--- src/hw/rtl/ubh_pkg.sv ---
`default_nettype none
package ubh_pkg;

  localparam int MAX_BINS = 256;
  localparam int BIN_W    = $clog2(MAX_BINS);
  localparam int NBIN_W   = 9;
  localparam int DATA_W   = 32;
  localparam int COUNT_W  = 32;
  // dividend of every division: value times bin count or bin index, plus rounding bias
  localparam int NUM_W    = DATA_W + BIN_W;
  localparam int DCNT_W   = $clog2(NUM_W + 1);
  localparam int QPTR_W   = 1;
  localparam int QDEPTH   = 2 ** QPTR_W;
  localparam int ADDR_W   = 4;

  typedef logic [1:0] reg_idx_t;
  localparam reg_idx_t REG_RANGE_LOW  = 2'd0;
  localparam reg_idx_t REG_RANGE_HIGH = 2'd1;
  localparam reg_idx_t REG_BINS       = 2'd2;

  localparam logic signed [DATA_W-1:0] RST_RANGE_LOW  = 32'sd0;
  localparam logic signed [DATA_W-1:0] RST_RANGE_HIGH = 32'sd65536;
  localparam logic [NBIN_W-1:0]        RST_BINS       = 9'd256;

  typedef struct packed {
    logic                     req_type;
    logic signed [DATA_W-1:0] sample_value;
    logic [BIN_W-1:0]         bin_select;
  } in_item_t;

  typedef struct packed {
    logic                     sample_counted;
    logic [BIN_W-1:0]         bin_number;
    logic [COUNT_W-1:0]       bin_tally;
    logic signed [DATA_W-1:0] bin_center;
    logic signed [DATA_W-1:0] bin_lower;
    logic signed [DATA_W-1:0] bin_upper;
    logic [COUNT_W-1:0]       total_samples;
  } out_item_t;

  typedef struct packed {
    logic signed [DATA_W-1:0] range_low;
    logic signed [DATA_W-1:0] range_high;
    logic [NBIN_W-1:0]        n;     // bins in use, clamped to 1..MAX_BINS
    logic [DATA_W-1:0]        span;  // high - low, zero for an empty range
  } cfg_view_t;

  typedef enum logic [1:0] {
    OP_MISS,
    OP_ADD,
    OP_READ
  } op_t;

  typedef struct packed {
    op_t               op;
    logic [DATA_W-1:0] delta;  // sample - range_low
    logic [BIN_W-1:0]  bin;    // clamped bin for a read
  } job_t;

  typedef struct packed {
    logic valid;
    job_t job;
  } push_t;

  typedef struct packed {
    logic empty;
    logic full;
    job_t head;
  } q_stat_t;

  typedef struct packed {
    logic              start;
    logic [NUM_W-1:0]  num;
    logic [DATA_W-1:0] den;
  } div_req_t;

  typedef struct packed {
    logic             done;
    logic [NUM_W-1:0] quo;
  } div_rsp_t;

  typedef enum logic [2:0] {
    ST_IDLE,
    ST_BIN,
    ST_LO_GO,
    ST_LO,
    ST_HI_GO,
    ST_HI,
    ST_EMIT
  } bstate_t;

endpackage
`default_nettype wire

--- src/hw/rtl/ubh_queue.sv ---
`default_nettype none
module ubh_queue (
  input  logic             clk,
  input  logic             rst_n,
  input  ubh_pkg::push_t   push,
  input  logic             pop,
  output ubh_pkg::q_stat_t q_stat
);
  import ubh_pkg::*;

  job_t              slot_r [QDEPTH];
  logic [QPTR_W-1:0] wptr_r;
  logic [QPTR_W-1:0] rptr_r;
  logic [QPTR_W:0]   cnt_r;

  assign q_stat.empty = (cnt_r == '0);
  assign q_stat.full  = (cnt_r == (QPTR_W + 1)'(QDEPTH));
  assign q_stat.head  = slot_r[rptr_r];

  always_ff @(posedge clk) begin
    if (!rst_n) begin
      wptr_r <= '0;
      rptr_r <= '0;
      cnt_r  <= '0;
    end else begin
      if (push.valid) wptr_r <= wptr_r + 1'b1;
      if (pop)        rptr_r <= rptr_r + 1'b1;
      if (push.valid && !pop) begin
        cnt_r <= cnt_r + 1'b1;
      end else if (pop && !push.valid) begin
        cnt_r <= cnt_r - 1'b1;
      end
    end
  end

  always_ff @(posedge clk) begin
    if (push.valid) slot_r[wptr_r] <= push.job;
  end

endmodule
`default_nettype wire

--- config.mk ---
export PLATFORM = sky130hd
export DESIGN_NAME = ubh_queue
export DESIGN_NICKNAME = d
export VERILOG_FILES = /design/src/hw/rtl/ubh_pkg.sv /design/src/hw/rtl/ubh_queue.sv
export SDC_FILE = /design/constraint.sdc
export NUM_CORES = 1
export LEC_CHECK = 0
export ABC_AREA = 1
export BUFFER_PORTS_ARGS = -buffer_cell sky130_fd_sc_hd__buf_2
export CAP_MARGIN = 20
export CELL_PAD_IN_SITES_DETAIL_PLACEMENT = 1
export CELL_PAD_IN_SITES_GLOBAL_PLACEMENT = 1
export CORE_MARGIN = 1.5
export CORE_UTILIZATION = 40
export CTS_BUF_LIST = sky130_fd_sc_hd__clkbuf_4 sky130_fd_sc_hd__clkbuf_8
export CTS_CLUSTER_SIZE = 14
export DETAILED_ROUTE_END_ITERATION = 16
export PLACE_DENSITY = 0.76
export RECOVER_POWER = 100
export SKIP_LAST_GASP = 1
export SYNTH_ARGS = -nofsm -noshare
export SYNTH_HDL_FRONTEND = slang
export SYNTH_SLANG_ARGS = --single-unit
export TNS_END_PERCENT = 1
--- constraint.sdc ---
create_clock -name clk -period 3.4 [get_ports clk]
set_input_delay 0.51 -clock clk [delete_from_list [all_inputs] [get_ports clk]]
set_output_delay 0.51 -clock clk [all_outputs]
set_load 0.02 [all_outputs]
; Word-level counts from Yosys, hierarchy flattened
; Memory sizes are Yosys's and may differ from the RTL's. A register that Yosys moved wholly into a read port is not among the register bits.
; Index checks and enable logic that the tools add are counted.
[totals]
ff_bits = 4
ramBits = 84
inputBits = 46
output_inout_bits = 44
wordCells = 21
memories = 1
[op_classes]
n_addsub = 4
n_eq_ne = 1
n_mux = 6
reduce_logical = 6
[mem_list]
columns = name, depth, width, rd, rd_ports_with_merged_regs, write_ports, line
row1 = slot_r, 2, 42, 1, 1, 1, ubh_queue.sv:11  ; job_t slot_r [QDEPTH];
[op_table]
columns = operator, n
row1 = 1-bit 2-to-1 mux, 4
row2 = 2-bit 2-to-1 mux, 2
row3 = "1-bit adder, second input constant", 2
row4 = "2-bit by 1-bit adder with 2-bit output, second input constant", 1
row5 = "2-bit equality test, second input constant", 1
row6 = 1-bit logical AND, 2
row7 = 1-bit logical NOT, 2
row8 = 2-bit logical NOT, 1
row9 = 2-bit nonzero test, 1
row10 = "2-bit by 1-bit subtractor with 2-bit output, second input constant", 1

; Longest topological paths before layout
; Gate-level depths: netlist (run 1).
[logic_depth]
word_depth = 4
depth_mapped = 8

; Worst setup path after synthesis (run 1)
; No wires, ideal clock.
[synth_timing]
path_type = input-to-reg
start = input push[42] (netlist name)
end = memory slot_r[0][0] (netlist name), enable pin
setup_ns = 0.442
arrival_time_ns = 2.316
slack_ns = 0.641
stages = 2
path_buffers = 0
path_cell_list = inv_1 nor2_1
[synth_via]
elab_chain_len = 2
[synth_rtl]
columns = element, line
row1 = "start, declared", ubh_queue.sv:5  ; input ubh_pkg::push_t push,
row2 = 1-bit 2-to-1 mux, ubh_queue.sv:37  ; if (push.valid) slot_r[wptr_r] <= push.job;
row3 = 1-bit 2-to-1 mux (implied by the code), ubh_queue.sv:37
row4 = "end, declared", ubh_queue.sv:11
; Every way passes these cells.

; Worst setup path after layout (run 1)
[layout_timing]
start = register wptr_r
end = memory slot_r[0][17] (netlist name), enable pin
[layout_lines]
columns = element, line
row1 = "start, declared", ubh_queue.sv:12  ; logic [QPTR_W-1:0] wptr_r;
row2 = "start signal, assigned", ubh_queue.sv:26  ; if (push.valid) wptr_r <= wptr_r + 1'b1;
; Straight into the memory's write port.

==> results.txt, run 1 <==
first-pass GRT wire length = 8600 um
H-tree depth = 3
Seq/Total Area, Yosys = 75.7%
Leak = 1.49 nW
VDD IR-drop max = 0.249 mV
reg2reg start = wptr_r
Setup Fix Bufs, Post-CTS = 0
Placer Congestion = 0.658
met1 usage = 14.7%
CTS Sinks = 89
post-synthesis sequential element count = 89
failing checks = max-capacitance violations, max-slew violations
Ys Warns = 0
Layout area overhead = 16.6%
area of the multi-input gates = 679 um^2
critical path launch point type = flip-flop
flip-flop and latch area = 2620 um^2
Final Power = 2.18 mW
vias in the first global route = 1,794
fillcell total = 853
Total Neg Setup Slack = 0 ps
Post-synth EDFFs = 84
Synth Area per Inst = 20.9 um^2
data arrival time of the critical path = 2570 ps
r2r worst-path depth = 2
I/O Buffers = 89
Longest Clk Path Bufs = 2
CTS tree = yes
root buf cell = clkbuf_8
CP peak stage delay = 1230 ps
Async SR Flop Fraction = 0%
Die Width = 96.1 um
M3 GR Usage = 2.61%
Residual DRC = 0
Vias = 1,718
clk slew on worst S/H paths = 90 ps
crit-path cells = nor2_1 > clkbuf_1
antenna violations before repair = 0
Final ANT Viol Nets = 0
final slew viol count = 63
Slowest cell on crit path = nor2_1
Total Routing Usage GR = 13.2%
post-synth top area share = 72.8%
chip height = 96.1 um
via/cell ratio = 4.59
RSZ-0062 raised after global routing = false
worst-case hold path end point = slot_r[1][40]
Period Utilization, post-route = 76.2%
# rows = 33
reg2reg setup slack = 810 ps
hold depth = 1
max cap viols = 2
Layout Utilization = 48.7%
hold_buf cts = 0
critical path endpoint category = flip-flop
antenna cell count = 0
worst skew pair latency = 350 ps
Syn Inst Count = 166
Die ar. = 9230 um^2
most used routing layer in global routing = met2
Yosys top cell by area = edfxtp_1
Worst Tran Pin Value = 1680 ps
Initial DRT Pass Iterations = 4
Worst Path Class, Setup = flip-flop to flip-flop
WL/cell = 15.7 um
Yosys cell types = 14
fmax = 386 MHz
layout cell share with drive strength beyond 1 = 31.2%
slew margin rel. = -12.0%
Fin. Hold Viols = 0
Resized Gates After CTS = 0
final WL = 5860 um
global route overflow = 0
met2 usage = 23.4%
worst hold path type = input port to flip-flop
status = finished with violations
ys flop type = edfxtp_1
final setup fails = 0
worst r2r dst = slot_r[0][17]
most area-consuming cells after synthesis = edfxtp_1 (73%), mux2_4 (17%), dfxtp_1 (2.9%)
CTS buffer count = 9
hold_sp = push[40]
largest net degree at the start of global routing = 43
nets@finish = 311
Post-Synthesis Cell Area = 3460 um^2
Max Clock Skew = 11.0 ps
top post-synthesis cells by count = edfxtp_1 (84), mux2_4 (40), nor2_1 (9)
initial core utilization = 41.7%
post-DP HPWL = 4030 um
Ports = 90
critical path required time = 3380 ps
Tmin final = 2590 ps
Crit Path Max Fanout = 19
Net Count, Synth = 213
most frequent cell after synthesis = edfxtp_1
CORE AREA = 8300 um^2
PD cells = 539 nW/um^2
1st-iter DRT viols = 85
==> how the worst max path moves through the flow <==
stage	startpoint	to	slack [ps]	cells after the start
2_1_floorplan	push[42]	slot_r[0][0]	640	2
3_3_place_gp	flip-flop	q_stat[22]	1400	3
3_5_place_dp	flip-flop	q_stat[22]	1380	3
4_1_cts	flip-flop	q_stat[22]	980	3
5_1_grt	wptr_r	slot_r[0][17]	530	2
6_report	wptr_r	slot_r[0][17]	810	2
==> flip-flops by register name, summed over array words and instances (netlist names), named ones only <==
register  flops
wptr_r        1
rptr_r        1
slot_r       84
cnt_r         2
==> per-layer routing <==
metal  vias to the layer above  routed length, um
met4                         0                110
li1                        822                  -
met3                         9                316
met5                         -                  0
met2                        58               3120
met1                       829               2310
==> power breakdown <==
part | switching, mW | internal, mW | leakage (nW)
registers | 0.0215 | 1.27 | 0.830
clock network | 0.365 | 0.264 | 0.0811
logic | 0.157 | 0.107 | 0.584
total | 0.543 | 1.64 | 1.49
==> kinds of logic (layout without fill, tap and decap cells) <==
family / Yosys count / in the layout / synth area share, %
simple gates: 19 / 19 / 2.17
compound gates: 2 / 2 / 0.289
fa+ha+maj: 1 / 1 / 0.361
flops: 89 / 89 / 75.7
buf+inv: 13 / 116 / 3.50
mux: 42 / 42 / 18.0
==> layout make-up <==
cell class | count | area share (%)
sequential | 89 | 64.9
multi-input combinational | 64 | 16.8
timing repair buffer | 92 | 10.1
tap | 105 | 3.25
clock buffer | 9 | 3.07
clock inverter | 7 | 1.11
inverter | 8 | 0.743
==> critical path: cells and delay by family (launching register included) <==
family	cells	cell delay (ps)
buffers and inverters	1	650
flip-flops	1	330
AND/OR/NAND/NOR	1	1230
==> metrics by stage <==
step	worst slack [ps]	cell area (um^2)	instances	hold WS, ps
4_1_cts	983	4160	374	318
6_report	809	4040	374	338
3_5_place_dp	1380	3990	358	500
2_1_floorplan	641	3460	166	463
3_3_place_gp	1400	3990	358	477
5_1_grt	532	4040	374	328
==> cells in the final DEF (no fill, tap or decap), types with 2 or more instances in the layout <==
| cell type | synthesis | routed |
|---|---|---|
| buf_2 | 0 | 38 |
| clkbuf_1 | 0 | 53 |
| clkbuf_8 | 0 | 9 |
| clkinv_1 | 0 | 2 |
| clkinvlp_4 | 0 | 2 |
| dfxtp_1 | 5 | 5 |
| edfxtp_1 | 84 | 84 |
| inv_1 | 8 | 8 |
| inv_6 | 0 | 2 |
| mux2_1 | 0 | 11 |
| mux2_2 | 2 | 2 |
| mux2_4 | 40 | 29 |
| nand2_1 | 8 | 8 |
| nor2_1 | 9 | 9 |
(Power assumes the default switching activity.)
==> run 2: changes to the inputs <==
--- a/config.mk
+++ b/config.mk
@@ -15,7 +15,7 @@
 export CTS_BUF_LIST = sky130_fd_sc_hd__clkbuf_4 sky130_fd_sc_hd__clkbuf_8
 export CTS_CLUSTER_SIZE = 14
 export DETAILED_ROUTE_END_ITERATION = 16
-export PLACE_DENSITY = 0.76
+export PLACE_DENSITY = 0.79
 export RECOVER_POWER = 100
 export SKIP_LAST_GASP = 1
 export SYNTH_ARGS = -nofsm -noshare
==> constraint.sdc (replaced) <==
create_clock -name clk -period 2.1 [get_ports clk]
set_input_delay 0.315 -clock clk [delete_from_list [all_inputs] [get_ports clk]]
set_output_delay 0.315 -clock clk [all_outputs]
set_load 0.02 [all_outputs]
==> run 2 against run 1 <==
  * The run now ends clean
  * Global-route usage up 0.27 points
  * Non-clock buffer count rose by 2
  * Cell area increased by 1.4%
  * Core utilization grew 0.68 points
  * Critical path depth grew 1
  * Combinational power is 66% higher
  * Via count is 0.87% higher
  * Clock-buffer cell count rose by 2
  * Sequential power up 60%
  * Worst setup slack got worse by 570 ps
  * Critical path type is now flip-flop to primary output
  * Critical endpoint is now q_stat[22]
  * Highest routed layer unchanged
==> results.txt, run 2 (synthesis gave the netlist of run 1 again) <==
WHS = 151 ps (-187 ps)
reg2reg setup slack = 580 ps (-230 ps)
most common cell after layout, fill and taps aside = edfxtp_1
Period Utilization, post-route = 88.5%
antenna violations before repair = 1 (+1)
vias in the first global route = 1,860 (+3.7%)
Tmin final = 1860 ps
hold_buf cts = 0 (unchanged)
CP peak stage delay = 380 ps (-850 ps)
Crit Path Max Fanout = 10 (-9)
nets@finish = 313 (+0.64%)
first-pass GRT wire length = 8790 um (+2.2%)
PD cells = 892 nW/um^2 (+65%)
Comb pwr share = 12.0% (about the same)
worst skew pair latency = 340 ps (about the same)
hold depth = 1 (unchanged)
flip-flop and latch area = 2620 um^2 (about the same)
I/O Buffers = 89 (unchanged)
data arrival time of the critical path = 1540 ps (-1030 ps)
critical path required time = 1780 ps (-1600 ps)
clock power share = 31.3% (+2.4 points)
Layout area overhead = 18.3%
critical path endpoint category = primary output
Leak = 1.52 nW (+1.9%)
post-DP HPWL = 3940 um (-2.1%)
Vias = 1,733 (+0.87%)
VDD IR-drop max = 0.362 mV (+45%)
Slowest cell on crit path = mux2_2
fmax = 538 MHz
CTS tree = yes
Max Clock Skew = 10.2 ps (-0.745 ps)
Setup Fix Bufs, Post-CTS = 0 (unchanged)
Die ar. = 9230 um^2 (unchanged)
max cap viols = 0 (-2)
initial core utilization = 41.7% (unchanged)
Total Routing Usage GR = 13.5% (+0.27 points)
reg2reg start = wptr_r
Initial DRT Pass Iterations = 3 (-1)
worst hold path type = input port to flip-flop
final setup fails = 0 (unchanged)
final slew viol count = 0 (-100%)
Largest register FFs = 84 (unchanged)
worst-case hold path end point = slot_r[0][29]
Flop pwr share = 56.7% (-2.4 points)
hold_sp = push[29]
Worst Path Class, Setup = flip-flop to primary output
clk slew on worst S/H paths = 90 ps (about the same)
1st-iter DRT viols = 35 (-59%)
CORE AREA = 8300 um^2 (unchanged)
Placer Congestion = 0.645 (-2.1%)
r2r worst-path depth = 3 (+1)
RSZ-0062 raised after global routing = false
Ports = 90 (unchanged)
H-tree depth = 3 (unchanged)
Psw = 0.861 mW (+59%)
largest registers = slot_r (84), cnt_r (2)
critical path launch point type = flip-flop
crit-path leading delay family = buffers and inverters
sw frac = 23.5% (-1.4 points)
Final Power = 3.66 mW (+68%)
CP Buf/Inv Count = 2 (+1)
final WL = 5930 um (+1.3%)
Resized Gates After CTS = 0 (unchanged)
chip height = 96.1 um (unchanged)
fillcell total = 820 (-3.9%)
# rows = 33 (unchanged)
slew margin rel. = 59.5% (+72 points)
area of the multi-input gates = 672 um^2 (-1.1%)
largest net degree at the start of global routing = 33 (-23%)
Worst Tran Pin Value = 607 ps (-1070 ps)
Longest Clk Path Bufs = 2 (unchanged)
Die Width = 96.1 um (unchanged)
Top reg by flops = slot_r
Fin. Hold Viols = 0 (unchanged)
root buf cell = clkbuf_8
worst r2r dst = slot_r[1][21]
Final ANT Viol Nets = 0 (unchanged)
cell internal pwr = 2.80 mW (+71%)
CTS Sinks = 89 (unchanged)
global route overflow = 0 (unchanged)
crit-path cells = clkbuf_2 > mux2_2 > clkbuf_1
leading cell types in the layout, fill and taps excluded = edfxtp_1 (84), clkbuf_1 (45), buf_2 (43)
CTS buffer count = 9 (unchanged)
Total Neg Setup Slack = 0 ps (unchanged)
status = finished clean
layout cell share with drive strength beyond 1 = 33.9% (+2.7 points)
via/cell ratio = 4.60 (about the same)
Residual DRC = 0 (unchanged)
WL/cell = 15.7 um (+0.48%)
-- run 2: changes by cell type in the layout (fill, tap and decap cells not counted), moves of 2 or more --
| cell | before | now |
|---|---|---|
| clkbuf_1 | 53 | 45 |
| buf_2 | 38 | 43 |
| mux2_1 | 11 | 15 |
| mux2_4 | 29 | 25 |
| clkbuf_2 | 0 | 3 |
| clkbuf_4 | 0 | 2 |
| inv_6 | 2 | 0 |
-- run 2: stage by stage --
stage                     instance area, um^2  setup WS [ps]  instances  utilization [%]
after floorplan                          3470            257        166                -
after global placement                   4020            653        360             48.5
after detailed placement                 4020            645        360             48.5
after CTS                                4220            257        376             50.8
after global routing                     4100            144        376             49.3
final                                    4100            241        377             49.4
-- run 2: layer usage --
layer	track usage, %	routed length (um)
met4	6.25	92
met5	0	0
met3	4.34	383
met2	24.4	3150
met1	14.1	2310
-- run 2: worst reg2reg max path, delay by kind of cell (launching register included) --
family / cells / cell delay, ps
buffers and inverters: 2 / 720
flip-flops: 1 / 400
AND/OR/NAND/NOR: 1 / 90
-- run 2: area by class of cell --
type	count	share of cell area, %
Sequential cell	89	64.0
Antenna cell	1	0.0611
Clock inverter	5	1.37
Timing Repair Buffer	94	10.8
Tap cell	105	3.21
Clock buffer	11	3.39
Inverter	8	0.733
Multi-Input combinational cell	64	16.4
-- run 2: worst max path at each step --
stage,startpoint,endpoint,slack (ps),cells past startpoint
final,flip-flop,q_stat[22],240,3
after detailed placement,flip-flop,q_stat[21],640,3
after floorplan,push[42],slot_r[0][0],260,2
after global routing,flip-flop,q_stat[22],140,3
after global placement,flip-flop,q_stat[21],650,3
after CTS,flip-flop,q_stat[21],260,3
-- run 2: power by group through the flow --
| stage | clock network (mW) | logic [mW] | registers (mW) |
|---|---|---|---|
| 2_1_floorplan | 0 | 0.343 | 2.11 |
| 3_5_place_dp | 0 | 0.491 | 2.12 |
| 5_1_grt | 1.23 | 0.479 | 2.08 |
| 3_3_place_gp | 0 | 0.483 | 2.11 |
| 6_report | 1.14 | 0.437 | 2.07 |
| 4_1_cts | 1.19 | 0.493 | 2.08 |
==> run 3: changes to the inputs <==
--- a/config.mk
+++ b/config.mk
@@ -5,9 +5,8 @@
 export SDC_FILE = /design/constraint.sdc
 export NUM_CORES = 1
 export LEC_CHECK = 0
-export ABC_AREA = 1
 export BUFFER_PORTS_ARGS = -buffer_cell sky130_fd_sc_hd__buf_2
-export CAP_MARGIN = 20
+export CAP_MARGIN = 10
 export CELL_PAD_IN_SITES_DETAIL_PLACEMENT = 1
 export CELL_PAD_IN_SITES_GLOBAL_PLACEMENT = 1
 export CORE_MARGIN = 1.5
@@ -15,7 +14,7 @@
 export CTS_BUF_LIST = sky130_fd_sc_hd__clkbuf_4 sky130_fd_sc_hd__clkbuf_8
 export CTS_CLUSTER_SIZE = 14
 export DETAILED_ROUTE_END_ITERATION = 16
-export PLACE_DENSITY = 0.79
+export PLACE_DENSITY = 0.77
 export RECOVER_POWER = 100
 export SKIP_LAST_GASP = 1
 export SYNTH_ARGS = -nofsm -noshare
==> constraint.sdc (replaced) <==
create_clock -name clk -period 1.9 [get_ports clk]
set_input_delay 0.285 -clock clk [delete_from_list [all_inputs] [get_ports clk]]
set_output_delay 0.285 -clock clk [all_outputs]
set_load 0.02 [all_outputs]
==> run 3 against run 2 <==
  * Non-clock buffer count grew 1
  * Largest cell class unchanged
  * Power up 11%
  * Via count shrank 2.5%
  * First-iteration DRC count increased by 110%
  * Worst hold slack got worse by 29 ps
  * Critical endpoint is now q_stat[25]
==> results.txt, run 3 <==
slew margin rel. = 54.5% (-5.0 points)
main combinational cell family by area after synthesis = multiplexers
pre-CTS setup slack = 420 ps (-225 ps)
Tmin final = 1760 ps
Residual DRC = 0 (unchanged)
RSZ-0062 raised after global routing = false
post-route cell area = 4010 um^2 (-2.1%)
ys flop type = edfxtp_1
post-synth top area share = 77.7% (+4.9 points)
first-pass GRT wire length = 9270 um (+5.4%)
most common cell after layout, fill and taps aside = edfxtp_1
CTS tree = yes
via/cell ratio = 4.68 (+1.8%)
Flop pwr share = 56.5% (-0.2 points)
hold_buf cts = 0 (unchanged)
vias in the first global route = 1,880 (+1.1%)
placed cell area = 3840 um^2 (-4.4%)
Synth Area per Inst = 21.2 um^2 (+1.6%)
global route overflow = 0 (unchanged)
antenna violations before repair = 0 (-1)
r2r worst-path depth = 2 (-1)
simple-gate share of the synthesized area = 1.74% (-0.43 points)
most frequent cell after synthesis = edfxtp_1
clk slew on worst S/H paths = 90 ps (about the same)
Period Utilization, post-route = 92.5%
initial core utilization = 41.6% (-0.19 points)
Largest register FFs = 84 (unchanged)
Top reg by flops = slot_r
Placer Congestion = 0.661 (+2.5%)
reg2reg start = wptr_r
CTS Sinks = 89 (unchanged)
fillcell total = 786 (-4.1%)
data arrival time of the critical path = 1470 ps (-70 ps)
Total Neg Setup Slack = 0 ps (unchanged)
Critical Path End = q_stat[25]
final setup fails = 0 (unchanged)
antenna cell count = 0 (-1)
compound-cell area share of the yosys netlist = 0.617% (+0.33 points)
largest registers = slot_r (84), cnt_r (2)
WL/cell = 16.0 um (+1.4%)
Crit Path Max Fanout = 17 (+7)
post-DP HPWL = 3950 um (+0.18%)
Yosys cell types = 17 (+3)
Initial DRT Pass Iterations = 4 (+1)
critical path endpoint category = primary output
final slew viol count = 0 (unchanged)
Syn Inst Count = 153 (-7.8%)
post-synthesis sequential element count = 89 (unchanged)
leading cell types in the layout, fill and taps excluded = edfxtp_1 (84), clkbuf_2 (44), mux2_2 (42)
worst hold path type = input port to flip-flop
root buf cell = clkbuf_8
most area-consuming cells after synthesis = edfxtp_1 (78%), mux2_2 (15%), dfxtp_1 (3.1%)
largest net degree at the start of global routing = 27 (-18%)
Ports = 90 (unchanged)
Async SR Flop Fraction = 0% (unchanged)
Total Routing Usage GR = 14.5% (+1.0 points)
clock power share = 30.6% (-0.7 points)
Ys Warns = 0 (unchanged)
Final Power = 4.05 mW (+11%)
worst r2r dst = slot_r[1][7]
Worst Path Class, Setup = flip-flop to primary output
Post-Synthesis Cell Area = 3240 um^2 (-6.4%)
Die Width = 93.1 um (-3.1%)
1st-iter DRT viols = 73 (+110%)
VDD IR-drop max = 0.575 mV (+59%)
critical path launch point type = flip-flop
post-synthesis mux area share = 14.6% (-3.4 points)
I/O Buffers = 89 (unchanged)
area share of fa/ha/maj cells after synthesis = 0.386% (+0.025 points)
PD cells = 1010 nW/um^2 (+13%)
Layout area overhead = 23.6%
Vias = 1,690 (-2.5%)
Psw = 0.974 mW (+13%)
critical path required time = 1620 ps (-160 ps)
Longest Clk Path Bufs = 2 (unchanged)
nets@finish = 301 (-3.8%)
cell internal pwr = 3.08 mW (+10%)
Worst Tran Pin Value = 682 ps (+74.9 ps)
Yosys top cell by area = edfxtp_1
# rows = 32 (-3.0%)
CORE AREA = 7810 um^2 (-5.9%)
sw frac = 24.0% (+0.50 points)
H-tree depth = 3 (unchanged)
Leak = 1.48 nW (-2.5%)
max cap viols = 0 (unchanged)
Seq/Total Area, Yosys = 80.8% (+5.1 points)
Die ar. = 8660 um^2 (-6.2%)
Max Clock Skew = 4.89 ps (-5.34 ps)
Final ANT Viol Nets = 0 (unchanged)
xor and xnor fraction of the mapped netlist area = 0.810% (+0.81 points)
Comb pwr share = 12.9% (+0.9 points)
top post-synthesis cells by count = edfxtp_1 (84), mux2_2 (42), dfxtp_1 (5)
CTS buffer count = 9 (unchanged)
worst skew pair latency = 350 ps (about the same)
final WL = 5760 um (-2.9%)
chip height = 93.1 um (-3.1%)
Fin. Hold Viols = 0 (unchanged)
fin worst setup slack = 143 ps (-97.6 ps)
status = finished clean
fmax = 569 MHz
layout cell share with drive strength beyond 1 = 54.1% (+20 points)
reg2reg setup slack = 410 ps (-170 ps)
Net Count, Synth = 200 (-6.1%)
Post-synth EDFFs = 84 (unchanged)
run 3: logic make-up after synthesis:
| logic type | count (synthesis) |
|---|---|
| AOI/OAI and AO/OA | 3 |
| adders and majority gates | 1 |
| and+or+nand+nor | 9 |
| DFF | 89 |
| buffers and inverters | 6 |
| xor gates and xnor gates | 3 |
| muxes | 42 |
run 3: worst max-delay path, cell delays in order (launching register included):
cell and delay, ps:
dfxtp_2 340, buf_4 250, mux2_2 380, clkbuf_2 160
run 3: timing repair:
action,CTS,global route
endpoints found under the setup margin,0,21
gates resized for setup,0,1
endpoints found under the hold margin,0,0
buffers inserted,0,0
run 3: final cells by class:
type	count	area (um^2)	share of cell area (%)
Sequential cell	89	2620	65.4
Multi-Input combinational cell	58	597	14.9
Timing Repair Buffer	95	464	11.6
Tap cell	102	128	3.18
Clock buffer	9	124	3.09
Clock inverter	7	71.3	1.78
Inverter	1	3.75	0.0936
run 3: per-layer routing:
metal  track usage [%]  vias up  routed length, um
met5                 0        -                  0
met4              7.45        0                 68
met3              3.82        8                223
met2              24.9       44               3150
met1              16.6      844               2310
li1                  -      794                  -
run 3: through the flow:
step                util [%]  cells  hold slack [ps]
finish                  51.4    361              122
global route            51.4    361             98.8
CTS                     51.7    361              104
detailed placement      49.2    345              476
global placement        49.2    345              472
floorplan                  -    153              384
run 3: how the worst min path moves through the flow:
stage / start / end / slack [ps] / cells after the start
3_3_place_gp: push[16] / slot_r[0][16] / 470 / 1
4_1_cts: push[8] / slot_r[0][8] / 100 / 1
5_1_grt: push[8] / slot_r[0][8] / 100 / 1
3_5_place_dp: push[8] / slot_r[1][8] / 480 / 1
6_report: push[38] / slot_r[1][38] / 120 / 1
2_1_floorplan: push[0] / slot_r[0][0] / 380 / 0
run 3: power groups by stage:
stage	Sequential [mW]	Clock (mW)	Combinational, mW
finish	2.29	1.24	0.521
global route	2.31	1.35	0.566
global placement	2.33	0	0.530
detailed placement	2.34	0	0.539
floorplan	2.33	0	0.343
CTS	2.29	1.28	0.542
